--- config.mk ---
export PLATFORM = sky130hd
export DESIGN_NAME = qrm_isqrt
export DESIGN_NICKNAME = d
export VERILOG_FILES = /design/src/rtl/core/qrm_pkg.sv /design/src/rtl/core/qrm_isqrt.sv
export SDC_FILE = /design/constraint.sdc
export NUM_CORES = 2
export LEC_CHECK = 0
export BUFFER_PORTS_ARGS = -buffer_cell sky130_fd_sc_hd__buf_2
export CAP_MARGIN = 10
export CORE_ASPECT_RATIO = 1.5
export CORE_UTILIZATION = 30
export DETAILED_ROUTE_END_ITERATION = 10
export PLACE_DENSITY = 0.41
export SLEW_MARGIN = 30
export SYNTH_ARGS = -nofsm -noshare
export SYNTH_HDL_FRONTEND = slang
export SYNTH_SLANG_ARGS = --single-unit
--- constraint.sdc ---
create_clock -name i_clk -period 11.75 [get_ports i_clk]
set_input_delay 0.5875 -clock i_clk [delete_from_list [all_inputs] [get_ports i_clk]]
set_output_delay 0.5875 -clock i_clk [all_outputs]
set_load 0.05 [all_outputs]
--- src/rtl/core/qrm_pkg.sv ---
// Types, constants and fixed-point helpers of the quaternion rotate and multiply unit.
package qrm_pkg;

    localparam int SQ_STEPS  = 31;
    localparam int DIV_STEPS = 31;
    localparam int FRONT_LAT = 9;
    localparam int SIDE_LEN  = SQ_STEPS + DIV_STEPS;
    localparam int LAT       = FRONT_LAT + SQ_STEPS + DIV_STEPS + 1;
    localparam int MS_W      = 30;
    localparam int SUM_W     = 62;
    localparam int ROOT_W    = 31;
    localparam int QUO_W     = DIV_STEPS;
    localparam int DIV_NW    = 2 * MS_W;

    localparam logic KIND_ROTATE   = 1'b0;
    localparam logic KIND_MULTIPLY = 1'b1;

    typedef logic signed [31:0] t_word;
    typedef logic signed [63:0] t_prod;
    typedef logic signed [33:0] t_rp;
    typedef logic signed [35:0] t_p;
    typedef logic signed [39:0] t_acc;

    typedef struct packed {
        logic                  kind;
        logic [2:0][31:0]      rot;
        logic [3:0]            neg;
        logic [3:0][MS_W-1:0]  ms;
        logic                  zero;
    } t_side;

    function automatic t_rp round_q30(input t_prod p);
        logic [63:0] mag;
        logic [63:0] r;
        mag = p[63] ? 64'(-p) : 64'(p);
        r   = (mag + 64'h0000_0000_2000_0000) >> 30;
        return p[63] ? -t_rp'(r[33:0]) : t_rp'(r[33:0]);
    endfunction

    function automatic t_word sat32(input t_acc v);
        if (v > 40'sd2147483647) begin
            return 32'sh7FFF_FFFF;
        end else if (v < -40'sd2147483648) begin
            return 32'sh8000_0000;
        end
        return v[31:0];
    endfunction

endpackage

--- src/rtl/core/qrm_isqrt.sv ---
// Pipelined floor square root, one result bit per stage.
module qrm_isqrt (
    input  logic                       i_clk,
    input  logic                       i_en,
    input  logic [qrm_pkg::SUM_W-1:0]  i_val,
    output logic [qrm_pkg::ROOT_W-1:0] o_root
);
    import qrm_pkg::*;

    logic [SUM_W-1:0] r_v   [SQ_STEPS];
    logic [SUM_W:0]   r_res [SQ_STEPS];

    for (genvar j = 0; j < SQ_STEPS; j++) begin : g_stage
        localparam logic [SUM_W:0] BITJ = (SUM_W+1)'(1) << (SUM_W - 2 - 2 * j);
        logic [SUM_W-1:0] v_i;
        logic [SUM_W:0]   res_i;
        logic [SUM_W:0]   t;
        if (j == 0) begin : g_first
            assign v_i   = i_val;
            assign res_i = '0;
        end else begin : g_next
            assign v_i   = r_v[j-1];
            assign res_i = r_res[j-1];
        end
        assign t = res_i + BITJ;
        always_ff @(posedge i_clk) begin
            if (i_en) begin
                if ({1'b0, v_i} >= t) begin
                    r_v[j]   <= v_i - t[SUM_W-1:0];
                    r_res[j] <= (res_i >> 1) + BITJ;
                end else begin
                    r_v[j]   <= v_i;
                    r_res[j] <= res_i >> 1;
                end
            end
        end
    end

    assign o_root = r_res[SQ_STEPS-1][ROOT_W-1:0];

endmodule

[Word-level counts from Yosys, hierarchy flattened]
Memory sizes are Yosys's and may differ from the RTL's.
Cells that the tools add are included.
Cells by class
  $add $sub $neg: 91
  order comparisons: 31
  multiplexer cells: 248
  bitwise logic cells: 62
Operator list (number)
  $mux W63: 31
  $mux W62: 31
  $ge A62 B63 Y1: 30
  $sub A62 B62 Y62: 30
  $mux W1: 186
  $add A62 B1 Y63 const B: 1
  $add A62 B11 Y63 const B: 1
  $add A62 B13 Y63 const B: 1
  $add A62 B15 Y63 const B: 1
  $add A62 B17 Y63 const B: 1
  $add A62 B19 Y63 const B: 1
  $add A62 B21 Y63 const B: 1
  $add A62 B23 Y63 const B: 1
  $add A62 B25 Y63 const B: 1
  $add A62 B27 Y63 const B: 1
  $add A62 B29 Y63 const B: 1
  $add A62 B3 Y63 const B: 1
  $add A62 B31 Y63 const B: 1
  $add A62 B33 Y63 const B: 1
  $add A62 B35 Y63 const B: 1
  $add A62 B37 Y63 const B: 1
  $add A62 B39 Y63 const B: 1
  $add A62 B41 Y63 const B: 1
  $add A62 B43 Y63 const B: 1
  44 further kinds: 105
Storage, ports and cells
  flip-flop bits (word level): 0
  memory bits (writable): 3875
  input bits: 64
  output and inout bits: 31
  logic and storage cells: 434
  memories kept: 2
Memory list
  r_res: depth 31, width 63, read ports 31, clocked after Yosys merged registers in 0, wr ports 31, RTL line qrm_isqrt.sv:11  | logic [SUM_W:0] r_res [SQ_STEPS];
  r_v: depth 31, width 62, read ports 30, clocked after Yosys merged registers in 0, wr ports 31, RTL line qrm_isqrt.sv:10  | logic [SUM_W-1:0] r_v [SQ_STEPS];

[Longest topological paths before layout]
An unclocked memory read counts as a cell.
  depth after elaboration: 7
  gate-level depth with buffers: 14
  mapped depth without buffers: 13

[Least setup slack after synthesis]
No wires, ideal clock.
  path type: input to register
  start: input port i_en
  end: memory r_res[1][821] (netlist name), enable pin
  setup time: 0.483 ns
  data arrival time: 3.888 ns
  required time: 11.267 ns
  path slack: 7.379 ns
  cell stages on the path: 4
  buffers on the path: 4
  path through: clkbuf_1 -> clkbuf_1 -> clkbuf_1 -> clkbuf_1
RTL lines
  from (decl): RTL line qrm_isqrt.sv:4  | input logic i_en,
  to (decl): RTL line qrm_isqrt.sv:11

==> impl_metrics.yaml <==
status:
  status: "finished clean"
synthesis:
  synth_top_family_by_area: "simple AND/OR/NAND/NOR gates"
  ys_seq_elements: 2356
  synth-compound-area-share_pct: 9.18
  synth_enable_flop_cells: 2356
  ys_types: 95
  synth_adder_area_share_pct: 5.78
  yosysTopAreaCell: "edfxtp_1"
  synth-seq-area-share_pct: 62.3
  synthFlopType: "edfxtp_1"
  synth_mux_area_share_pct: 0.734
  syn-cell-area_um2: 114000
  syn-num-nets: 9698
  synth_cells: 9109
  synth_area_leaders: "edfxtp_1 62%, ha_1 5.8%, xnor2_1 3.6%"
  synth_top_cell_area_share_pct: 62.3
  synth-xor-area-share_pct: 6.39
  synthSimpleGateAreaFrac_pct: 12.9
  yosysWarnings: 0
  avgSynthCellArea_um2: 12.5
  ys_async_sr_fraction_pct: 0
sta:
  final-hold-violation-count: 0
  finClkSkew_ns: 0.0968
  min_period_over_period_pct: 47.0
  finalSetupViolCount: 0
  slew_headroom_pct: 27.4
  period_needed_ns: 5.53
  drv_slew: 0
  final.setup.tns_ns: 0
  max_freq_mhz: 181
  tightestPinTransition_ns: 1.08
  hold_ws_ns: 0.259
  rsz0062_at_grt: "no"
place:
  dp_hpwl_mm: 288
  dpl.cell_count: 14100
  gp_congestion: 0.963
  numPortBuffers: 94
worst_setup_path:
  startpoint_type: "flop"
  critPathMaxFanout: 55
  cp-end-kind: "flop"
  critPathSlowestCell: "o41ai_1"
  crit_type: "flop to flop"
  path_common_cell: "nand2b_1"
  cp.required_ns: 12.33
  max_stage_delay_ns: 0.87
  cp_num_buf_inv: 1
  crit_arrival_ns: 6.11
  critPathTopFamily: "compound AO/OA/AOI/OAI gates"
  path_cells: "ha_1 -> nand4_1 -> a21oi_1 -> o21ai_0 -> a211oi_1 -> or2_1 -> nand3b_2 -> buf_4 -> nand2b_1 -> o41ai_1 -> nand2b_1"
floorplan:
  fp.dieW_um: 504
  num_rows: 276
  core_area_um2: 377000
  die_y_um: 756
  ios: 95
  initial_utilization_pct: 30.1
  dieArea_um2: 381000
route:
  avgRoutedWirePerCell_um: 24.8
  ant_nets: 0
  via_per_inst: 4.96
  drt_wl_total_mm: 362
  vias: 72500
  first_iter_violations: 3941
  dr.pass1.iters: 5
  drc: 0
grt:
  grt_pass1_vias: 77000
  grt.total_usage_pct: 18.7
  grt_overflow: 0
  antenna_found_initial: 2
  grt_pass1_wl_mm: 521
  grt_max_degree: 153
final_layout:
  syn2layout_area_growth_pct: 14.1
  fin_nets: 10000
  mostFrequentLayoutCells: "2356 x edfxtp_1, 670 x nand2_1, 635 x inv_1"
  drive_gt1_share_pct: 7.85
  final_common_cell: "edfxtp_1"
  fin_cells: 14600
clocking:
  post_cts_buffers: 0
  clock-sinks: 2356
  cts_tree: "built"
  clock_path_buffers: 4
  clockRootBuffer: "clkbuf_16"
  worstSkewPairLatency_ns: 0.95
  clkSlewWorstSetupHoldPaths_ns: 0.06
  cts-htree-levels: 4
  numCtsBuffers: 249
min_path:
  min_path_type: "input port to flop"
power_and_ir_drop:
  power_density_nw_per_um2: 195
  power_w: 0.0253
  p_leak_nw: 47.6
  worst_ir_drop_vdd_mv: 0.132
job:
  max_cap_violations: 0
## registers in the layout, indices dropped and copies added, names as in the netlist
name   cells
r_res    496
r_v     1860
## metal layers
layer,share of wire (%),GRT usage (%)
met1,30,15.0
met2,61,41.0
met3,2.2,1.80
met4,6.9,11.4
met5,0,0
## worst paths after layout
path | from | end | cells after the start | slack, ns
setup reg to reg | r_v[1][571]$_DFFE_PP_ | r_v[1][662]$_DFFE_PP_ | 11 | 6.22
hold reg to reg | r_res[1][165]$_DFFE_PP_ | r_res[1][227]$_DFFE_PP_ | 0 | 0.43
setup / recovery | r_v[1][571]$_DFFE_PP_ | r_v[1][662]$_DFFE_PP_ | 11 | 6.22
hold / removal | i_en | r_v[1][734]$_DFFE_PP_ | 1 | 0.26
## worst register-to-register path, cell delays in order, from the launching register on
cell and delay [ns]:
edfxtp_1 0.40, ha_1 0.39, nand4_1 0.46, a21oi_1 0.40
o21ai_0 0.44, a211oi_1 0.60, or2_1 0.45, nand3b_2 0.20
buf_4 0.52, nand2b_1 0.39, o41ai_1 0.88, nand2b_1 0.10
## Yosys cell counts, types with 44 or more instances
| cell type | count |
|---|---|
| a211oi_1 | 44 |
| a21o_1 | 241 |
| a21oi_1 | 536 |
| and3_1 | 52 |
| clkbuf_1 | 163 |
| edfxtp_1 | 2356 |
| ha_1 | 525 |
| inv_1 | 635 |
| mux2_2 | 66 |
| nand2_1 | 670 |
| nand2b_1 | 116 |
| nand3_1 | 145 |
| nand4_1 | 173 |
| nor2_1 | 571 |
| nor2b_1 | 80 |
| nor3_1 | 235 |
| nor4_1 | 324 |
| nor4b_1 | 59 |
| o21a_1 | 83 |
| o21ai_0 | 453 |
| or3_1 | 85 |
| or4_1 | 53 |
| xnor2_1 | 461 |
| xor2_1 | 368 |
## kinds of logic after synthesis
kind of cell	after synthesis
and+or+nand+nor	2805
DFF	2356
AOI/OAI and AO/OA	1694
xor gates and xnor gates	829
buffers and inverters	825
adders and majority gates	525
muxes	75
## where the power goes
part	switching, W	total (W)	internal (W)	leakage [nW]
sequential	0.000958	0.0116	0.0106	22.7
clock	0.00347	0.00828	0.00481	4.10
combinational	0.00337	0.00544	0.00207	20.9
## repair_timing
| item | in CTS | in global routing |
|---|---|---|
| hold buffers | 62 | 0 |
| hold endpoints to repair | 62 | 0 |
| gates resized for setup | 0 | 0 |
## stage by stage
step	utilization [%]	worst slack, ns	area, um^2
detailed placement	32.0	6.31	121000
finish	34.4	6.22	130000
global placement	32.0	6.30	120000
CTS	34.4	6.25	130000
global route	34.4	6.07	130000
floorplan	-	7.38	114000
## layout make-up
cell class | instances | area (um^2)
tap | 5004 | 6260
clock inverter | 176 | 2040
fill | 36700 | 247000
timing repair buffer | 245 | 1860
sequential | 2356 | 70700
multi-input combinational | 5928 | 39900
antenna | 5 | 12.5
inverter | 636 | 2390
clock buffer | 282 | 6380
(Power assumes the default switching activity.)
