==> config.mk <==
export PLATFORM = sky130hd
export DESIGN_NAME = qrm_div
export DESIGN_NICKNAME = d
export VERILOG_FILES = /design/src/rtl/core/qrm_pkg.sv /design/src/rtl/core/qrm_div.sv
export SDC_FILE = /design/constraint.sdc
export NUM_CORES = 2
export LEC_CHECK = 0
export BUFFER_PORTS_ARGS = -buffer_cell sky130_fd_sc_hd__buf_4
export CORE_MARGIN = 5
export CORE_UTILIZATION = 55
export DETAILED_ROUTE_END_ITERATION = 16
export PLACE_DENSITY = 0.74
export SYNTH_ARGS = -nofsm -noshare
export SYNTH_HDL_FRONTEND = slang
export SYNTH_SLANG_ARGS = --single-unit
==> constraint.sdc <==
create_clock -name i_clk -period 4.1 [get_ports i_clk]
set_input_delay 0.82 -clock i_clk [delete_from_list [all_inputs] [get_ports i_clk]]
set_output_delay 0.82 -clock i_clk [all_outputs]
set_load 0.01 [all_outputs]
==> src/rtl/core/qrm_pkg.sv <==
// Types, constants and fixed-point helpers of the quaternion rotate and multiply unit.
package qrm_pkg;

    localparam int SQ_STEPS  = 31;
    localparam int DIV_STEPS = 31;
    localparam int FRONT_LAT = 9;
    localparam int SIDE_LEN  = SQ_STEPS + DIV_STEPS;
    localparam int LAT       = FRONT_LAT + SQ_STEPS + DIV_STEPS + 1;
    localparam int MS_W      = 30;
    localparam int SUM_W     = 62;
    localparam int ROOT_W    = 31;
    localparam int QUO_W     = DIV_STEPS;
    localparam int DIV_NW    = 2 * MS_W;

    localparam logic KIND_ROTATE   = 1'b0;
    localparam logic KIND_MULTIPLY = 1'b1;

    typedef logic signed [31:0] t_word;
    typedef logic signed [63:0] t_prod;
    typedef logic signed [33:0] t_rp;
    typedef logic signed [35:0] t_p;
    typedef logic signed [39:0] t_acc;

    typedef struct packed {
        logic                  kind;
        logic [2:0][31:0]      rot;
        logic [3:0]            neg;
        logic [3:0][MS_W-1:0]  ms;
        logic                  zero;
    } t_side;

    function automatic t_rp round_q30(input t_prod p);
        logic [63:0] mag;
        logic [63:0] r;
        mag = p[63] ? 64'(-p) : 64'(p);
        r   = (mag + 64'h0000_0000_2000_0000) >> 30;
        return p[63] ? -t_rp'(r[33:0]) : t_rp'(r[33:0]);
    endfunction

    function automatic t_word sat32(input t_acc v);
        if (v > 40'sd2147483647) begin
            return 32'sh7FFF_FFFF;
        end else if (v < -40'sd2147483648) begin
            return 32'sh8000_0000;
        end
        return v[31:0];
    endfunction

endpackage

==> src/rtl/core/qrm_div.sv <==
// Pipelined restoring divider, one quotient bit per stage.
module qrm_div (
    input  logic                       i_clk,
    input  logic                       i_en,
    input  logic [qrm_pkg::DIV_NW-1:0] i_num,
    input  logic [qrm_pkg::ROOT_W-1:0] i_den,
    output logic [qrm_pkg::QUO_W-1:0]  o_quo
);
    import qrm_pkg::*;

    logic [ROOT_W-1:0] r_rem [DIV_STEPS];
    logic [QUO_W-1:0]  r_low [DIV_STEPS];
    logic [QUO_W-1:0]  r_quo [DIV_STEPS];
    logic [ROOT_W-1:0] r_den [DIV_STEPS];

    for (genvar j = 0; j < DIV_STEPS; j++) begin : g_stage
        logic [ROOT_W-1:0] rem_i;
        logic [ROOT_W-1:0] den_i;
        logic [QUO_W-1:0]  low_i;
        logic [QUO_W-1:0]  quo_i;
        logic [ROOT_W:0]   t;
        logic [ROOT_W:0]   diff;
        if (j == 0) begin : g_first
            assign rem_i = ROOT_W'(i_num[DIV_NW-1:QUO_W]);
            assign low_i = i_num[QUO_W-1:0];
            assign den_i = i_den;
            assign quo_i = '0;
        end else begin : g_next
            assign rem_i = r_rem[j-1];
            assign low_i = r_low[j-1];
            assign den_i = r_den[j-1];
            assign quo_i = r_quo[j-1];
        end
        assign t    = {rem_i, low_i[QUO_W-1]};
        assign diff = t - {1'b0, den_i};
        always_ff @(posedge i_clk) begin
            if (i_en) begin
                r_den[j] <= den_i;
                r_low[j] <= {low_i[QUO_W-2:0], 1'b0};
                if (t >= {1'b0, den_i}) begin
                    r_rem[j] <= diff[ROOT_W-1:0];
                    r_quo[j] <= {quo_i[QUO_W-2:0], 1'b1};
                end else begin
                    r_rem[j] <= t[ROOT_W-1:0];
                    r_quo[j] <= {quo_i[QUO_W-2:0], 1'b0};
                end
            end
        end
    end

    assign o_quo = r_quo[DIV_STEPS-1];

endmodule

======== Word-level counts from Yosys, hierarchy flattened ========
Memories as Yosys holds them, arrays and structs flattened.
Index checks and enable logic that the tools add are counted.
word-level totals
  memories kept ........................... 4
  bits in registers ....................... 0
  RAM bits ................................ 3813
operators by class
  bitwise gates (word level) .............. 62
  $lt $le $gt $ge ......................... 31
  mux-type cells .......................... 250
  add/subtract/negate cells ............... 31
memory list
  name   words  width  rd ports  clocked after Yosys merged registers in  write ports  RTL line       source
  r_den  31     31     30        0                                        31           qrm_div.sv:14  logic [ROOT_W-1:0] r_den [DIV_STEPS];
  r_quo  31     31     31        0                                        31           qrm_div.sv:13  logic [QUO_W-1:0] r_quo [DIV_STEPS];
  r_rem  31     31     30        0                                        31           qrm_div.sv:11  logic [ROOT_W-1:0] r_rem [DIV_STEPS];
  r_low  31     30     30        0                                        31           qrm_div.sv:12  logic [QUO_W-1:0] r_low [DIV_STEPS];
operator list
  kind                                              count
  31-bit two-way mux                                62
  32-bit by 31-bit >= comparator with 1-bit output  30
  31-bit subtractor                                 30
  1-bit two-way mux                                 188
  1-bit OR                                          62
  30-bit by 31-bit >= comparator with 1-bit output  1
  30-bit by 31-bit subtractor with 31-bit output    1

======== Logic depth before layout (Yosys ltp) ========
An unclocked memory read counts as a cell.
  word-level depth ........................ 6
  depth in mapped cells ................... 17
  gate-level depth less buffers ........... 15

======== Least setup slack after synthesis ========
No wires, ideal clock.
  path kind ............................... reg2reg
  start point ............................. memory r_low[1][359] (netlist name)
  end point ............................... memory r_rem[28][22], in the netlist r_rem[1][394] (data pin)
  arrival time ............................ 3565 ps
  period minus slack after synthesis ...... 3824 ps
  library setup time ...................... 260 ps
  cell stages (with the launch flop) ...... 16
  buffers on the path ..................... 1
  path slack .............................. 276 ps
  path through ............................ edfxtp_1 > inv_1 > ha_1 > inv_1 > fa_1 > a211o_1 > a2111oi_1 > o41ai_2 > a221oi_2 > o21ai_2 > a21oi_2 > and2_1 > o41ai_1 > a31oi_2 > buf_4 > mux2_2
RTL lines
  item             RTL line
  start, declared  qrm_div.sv:12
  end, declared    qrm_div.sv:11

==> summary.md <==
| Metric | Value |
|---|---|
| CTS Buf Count | slightly above 300 |
| Sw frac | 0.348 |
| Setup CP Type | register to register |
| First-pass GRT wire length | approximately 480000 um |
| Max VDD drop | 379 uV |
| CTS clk-pin slew, worst paths | 0.06 ns |
| Synthesized area per cell | 12.4 um2 |
| GP Congestion | roughly 0.95 |
| Maxcap violations | 0 |
| Status | complete, no violations |
| CTS tree | done |
| I/O pins | around 120 |
| GR Util met1 | 0.301 |
| Core Rows | around 190 |
| Final wirelength | around 310000 um |
| Initial antenna violation count | 3 |
| Critical-path cell list | inv_2 > ha_4 > inv_4 > fa_2 > a211oi_4 > o21a_2 > o21ai_4 > nor4_4 > o31ai_4 > a2111oi_4 > o41a_2 > o21ai_4 > a2111oi_4 > buf_6 > clkbuf_16 > mux2_4 |
| Setup crit end kind | register |
| Worst path bufs/invs | 4 |
| Syn-to-layout area delta | 12.0% |
| Die Ht | roughly 520 um |
| HP Class | primary input to register |
| Sequential share of power | 0.364 |
| Post-detail-place hpwl | ~220000 um |
| Period utilisation layout | 0.992 |
| Drt via density | ~5.8 |
| Die width | around 520 um |
| Post-synth EDFFs | about 2800 |
| Layout Nets | 13200 |
| Comb pwr share | 0.418 |
| Clk network pwr share | 0.217 |
| Share of the synthesized area in the top cell type | 0.588 |
| Drt initial violations | roughly 8300 |
| Clock sink count | about 2800 |
| Switching power | ~0.043 W |
| Met3 Use GR | 0.0317 |
| M2 GR Usage | 0.362 |
| Peak-usage layer in the global routing report | met2 |
| Maximum clock insertion buffer count | 4 |
| Pin count of the biggest net entering global routing | 188 |
| Mapped Cells | approximately 12000 |
| Leakage power | between 60 and 70 nW |
| Startpoint types | register |
| CTS Root Buffer Type | clkbuf_16 |
| Layout cells sized above 1 | 0.116 |
| Most numerous cell in the Yosys netlist | edfxtp_1 |
| Post-synth top flop | edfxtp_1 |
| Period minus WS final | just over 4 ns |
| H-tree depth | 5 |
| Register area share after synthesis | 0.588 |
| Top cell type by total area after synthesis | edfxtp_1 |
| Internal | 0.0807 W |
| Async SR Flop Fraction | 0 |
| Slew Limit Fails | 0 |
| Buffers on Ports | 123 |
| Slowest stage delay, CP | 0.40 ns |
| Register area | about 85000 um2 |
| Most frequent cells after synthesis | 2820 x edfxtp_1, 1193 x inv_1, 960 x ha_1 |
| Hold slack | 0.103 ns |
| Fillers | 19800 |
| Clk_skew | 0.0687 ns |
| Total grt overflow | 0 |
| Vias post-DR | 91900 |
| Max Fclk | 246 MHz |
| Initial cell density of the core | 0.554 |
| Unrepaired setup endpoints after global routing | true |
| Yosys cell types | 95 |
| GR Util All Layers | 0.219 |
| Slew @ Worst Pin | 1.14 ns |
| Finish-stage setup viols | 0 |
| First-pass DRT Iterations | 11 |
| Design Power | between 0.1 and 0.15 W |
| ANT nets after route | 0 |
| Die area | around 270000 um2 |
| Top cells by area, synth | edfxtp_1 59%, ha_1 8.3%, mux2_2 3.4%, inv_1 3.1%, a21oi_1 3.0% |
| Final hold vios | 0 |
| Family with the most delay on the worst path | compound AO/OA/AOI/OAI gates |
| YS warnings | 0 |
| Max_slew headroom | 0.242 |
| Power per cell area | around 770 nW/um2 |
| Number of global-route vias before repair | around 90000 |
| Req. time, crit path | around 4.7 ns |
| Mapped cell area | roughly 140000 um2 |
| Avg WL per Cell | 19.5 um |
| #FFs+latches synth | about 2800 |
| Synth Net Count | approximately 13000 |
| Flop-to-flop setup slack | about 0.032 ns |
| Hold-fix buffers at CTS | 0 |
| Critical-path top delay cell | fa_2 |
| Worst-Skew Late Latency | around 0.9 ns |
| Critical Path Fanout Max | 6 |
| # DRC | 0 |
| WP data arrival | between 4 and 5 ns |
| Multi-input gate area | around 54000 um2 |
| Core ar. | 260000 um2 |
-- power by group through the flow --
| stage | sequential [W] | combinational [W] | clock (W) |
|---|---|---|---|
| after floorplan | 0.0436 | 0.0385 | 0 |
| after global placement | 0.0457 | 0.0479 | 0 |
| after detailed placement | 0.0456 | 0.0498 | 0 |
| after CTS | 0.0451 | 0.0504 | 0.0276 |
| after global routing | 0.0456 | 0.0571 | 0.0289 |
| final | 0.0451 | 0.0518 | 0.0269 |
-- sequential cells by signal, summed over array words and instances (netlist names) --
signal and cells:
r_low 465, r_den 930, r_rem 930, r_quo 496
-- placed cells by master, fill, tap and decap left out, types with 326 or more instances in the layout --
cell type  count
a21oi_1      861
ha_1         959
o21ai_0      674
xnor2_1      481
nor2_1       607
mux2_2       437
buf_4        326
a21o_1       460
nand2_1      682
inv_1       1190
edfxtp_1    2820
-- layout make-up --
type,count,share of cell area
flip-flops and latches,2821,0.525
inverters,1196,0.0279
diodes,4,0.0000621
clock inverters,166,0.0101
well taps,3496,0.0271
multi-input cells,7396,0.337
repair buffers,382,0.0221
clock buffers,370,0.0502
-- metrics by stage --
| step | worst slack (ns) | util | instances | cell area [um2] | TNS (ns) |
|---|---|---|---|---|---|
| 2_1_floorplan | 0.276 | - | 11600 | 144000 | 0 |
| 3_3_place_gp | -0.204 | 0.579 | 15200 | 151000 | -4.88 |
| 3_5_place_dp | -0.213 | 0.579 | 15200 | 151000 | -5.76 |
| 4_1_cts | 0.000147 | 0.617 | 15800 | 161000 | 0 |
| 5_1_grt | -0.0849 | 0.620 | 15800 | 161000 | -2.67 |
| 6_report | 0.0320 | 0.620 | 15800 | 161000 | 0 |
-- cells by family after synthesis --
kind of cell             after synthesis  share of synthesized area
buffers and inverters               1431                     0.0377
XOR/XNOR                             793                     0.0482
adder cells (fa/ha/maj)              990                     0.0876
AND/OR/NAND/NOR                     2228                     0.0733
AO/OA/AOI/OAI                       2895                      0.126
flip-flops                          2821                      0.588
multiplexers                         490                     0.0386
-- per-layer routing --
metal | up-vias | part of all wire | wire length [um]
met3 | 625 | 0.060 | 18400
met2 | 2904 | 0.47 | 146000
met4 | 0 | 0.032 | 9850
met5 | - | 0 | 0
met1 | 44500 | 0.43 | 134000
li1 | 43900 | - | -
-- final timing paths --
check                 from            end  cells after the start
max reg2reg  r_low[0][119]  r_rem[0][137]                     16
min              i_num[15]   r_low[0][15]                      1
min reg2reg  r_quo[0][438]  r_quo[0][470]                      0
max          r_low[0][119]  r_rem[0][137]                     16
-- what timing repair did --
item                                    4_1_cts  5_1_grt
resized for setup                            12       77
endpoints found under the setup margin      133      424
buffers inserted                             16       21
pin swaps                                     7       34
gates cloned                                  1        8
Power figures use the tool's default switching activity.
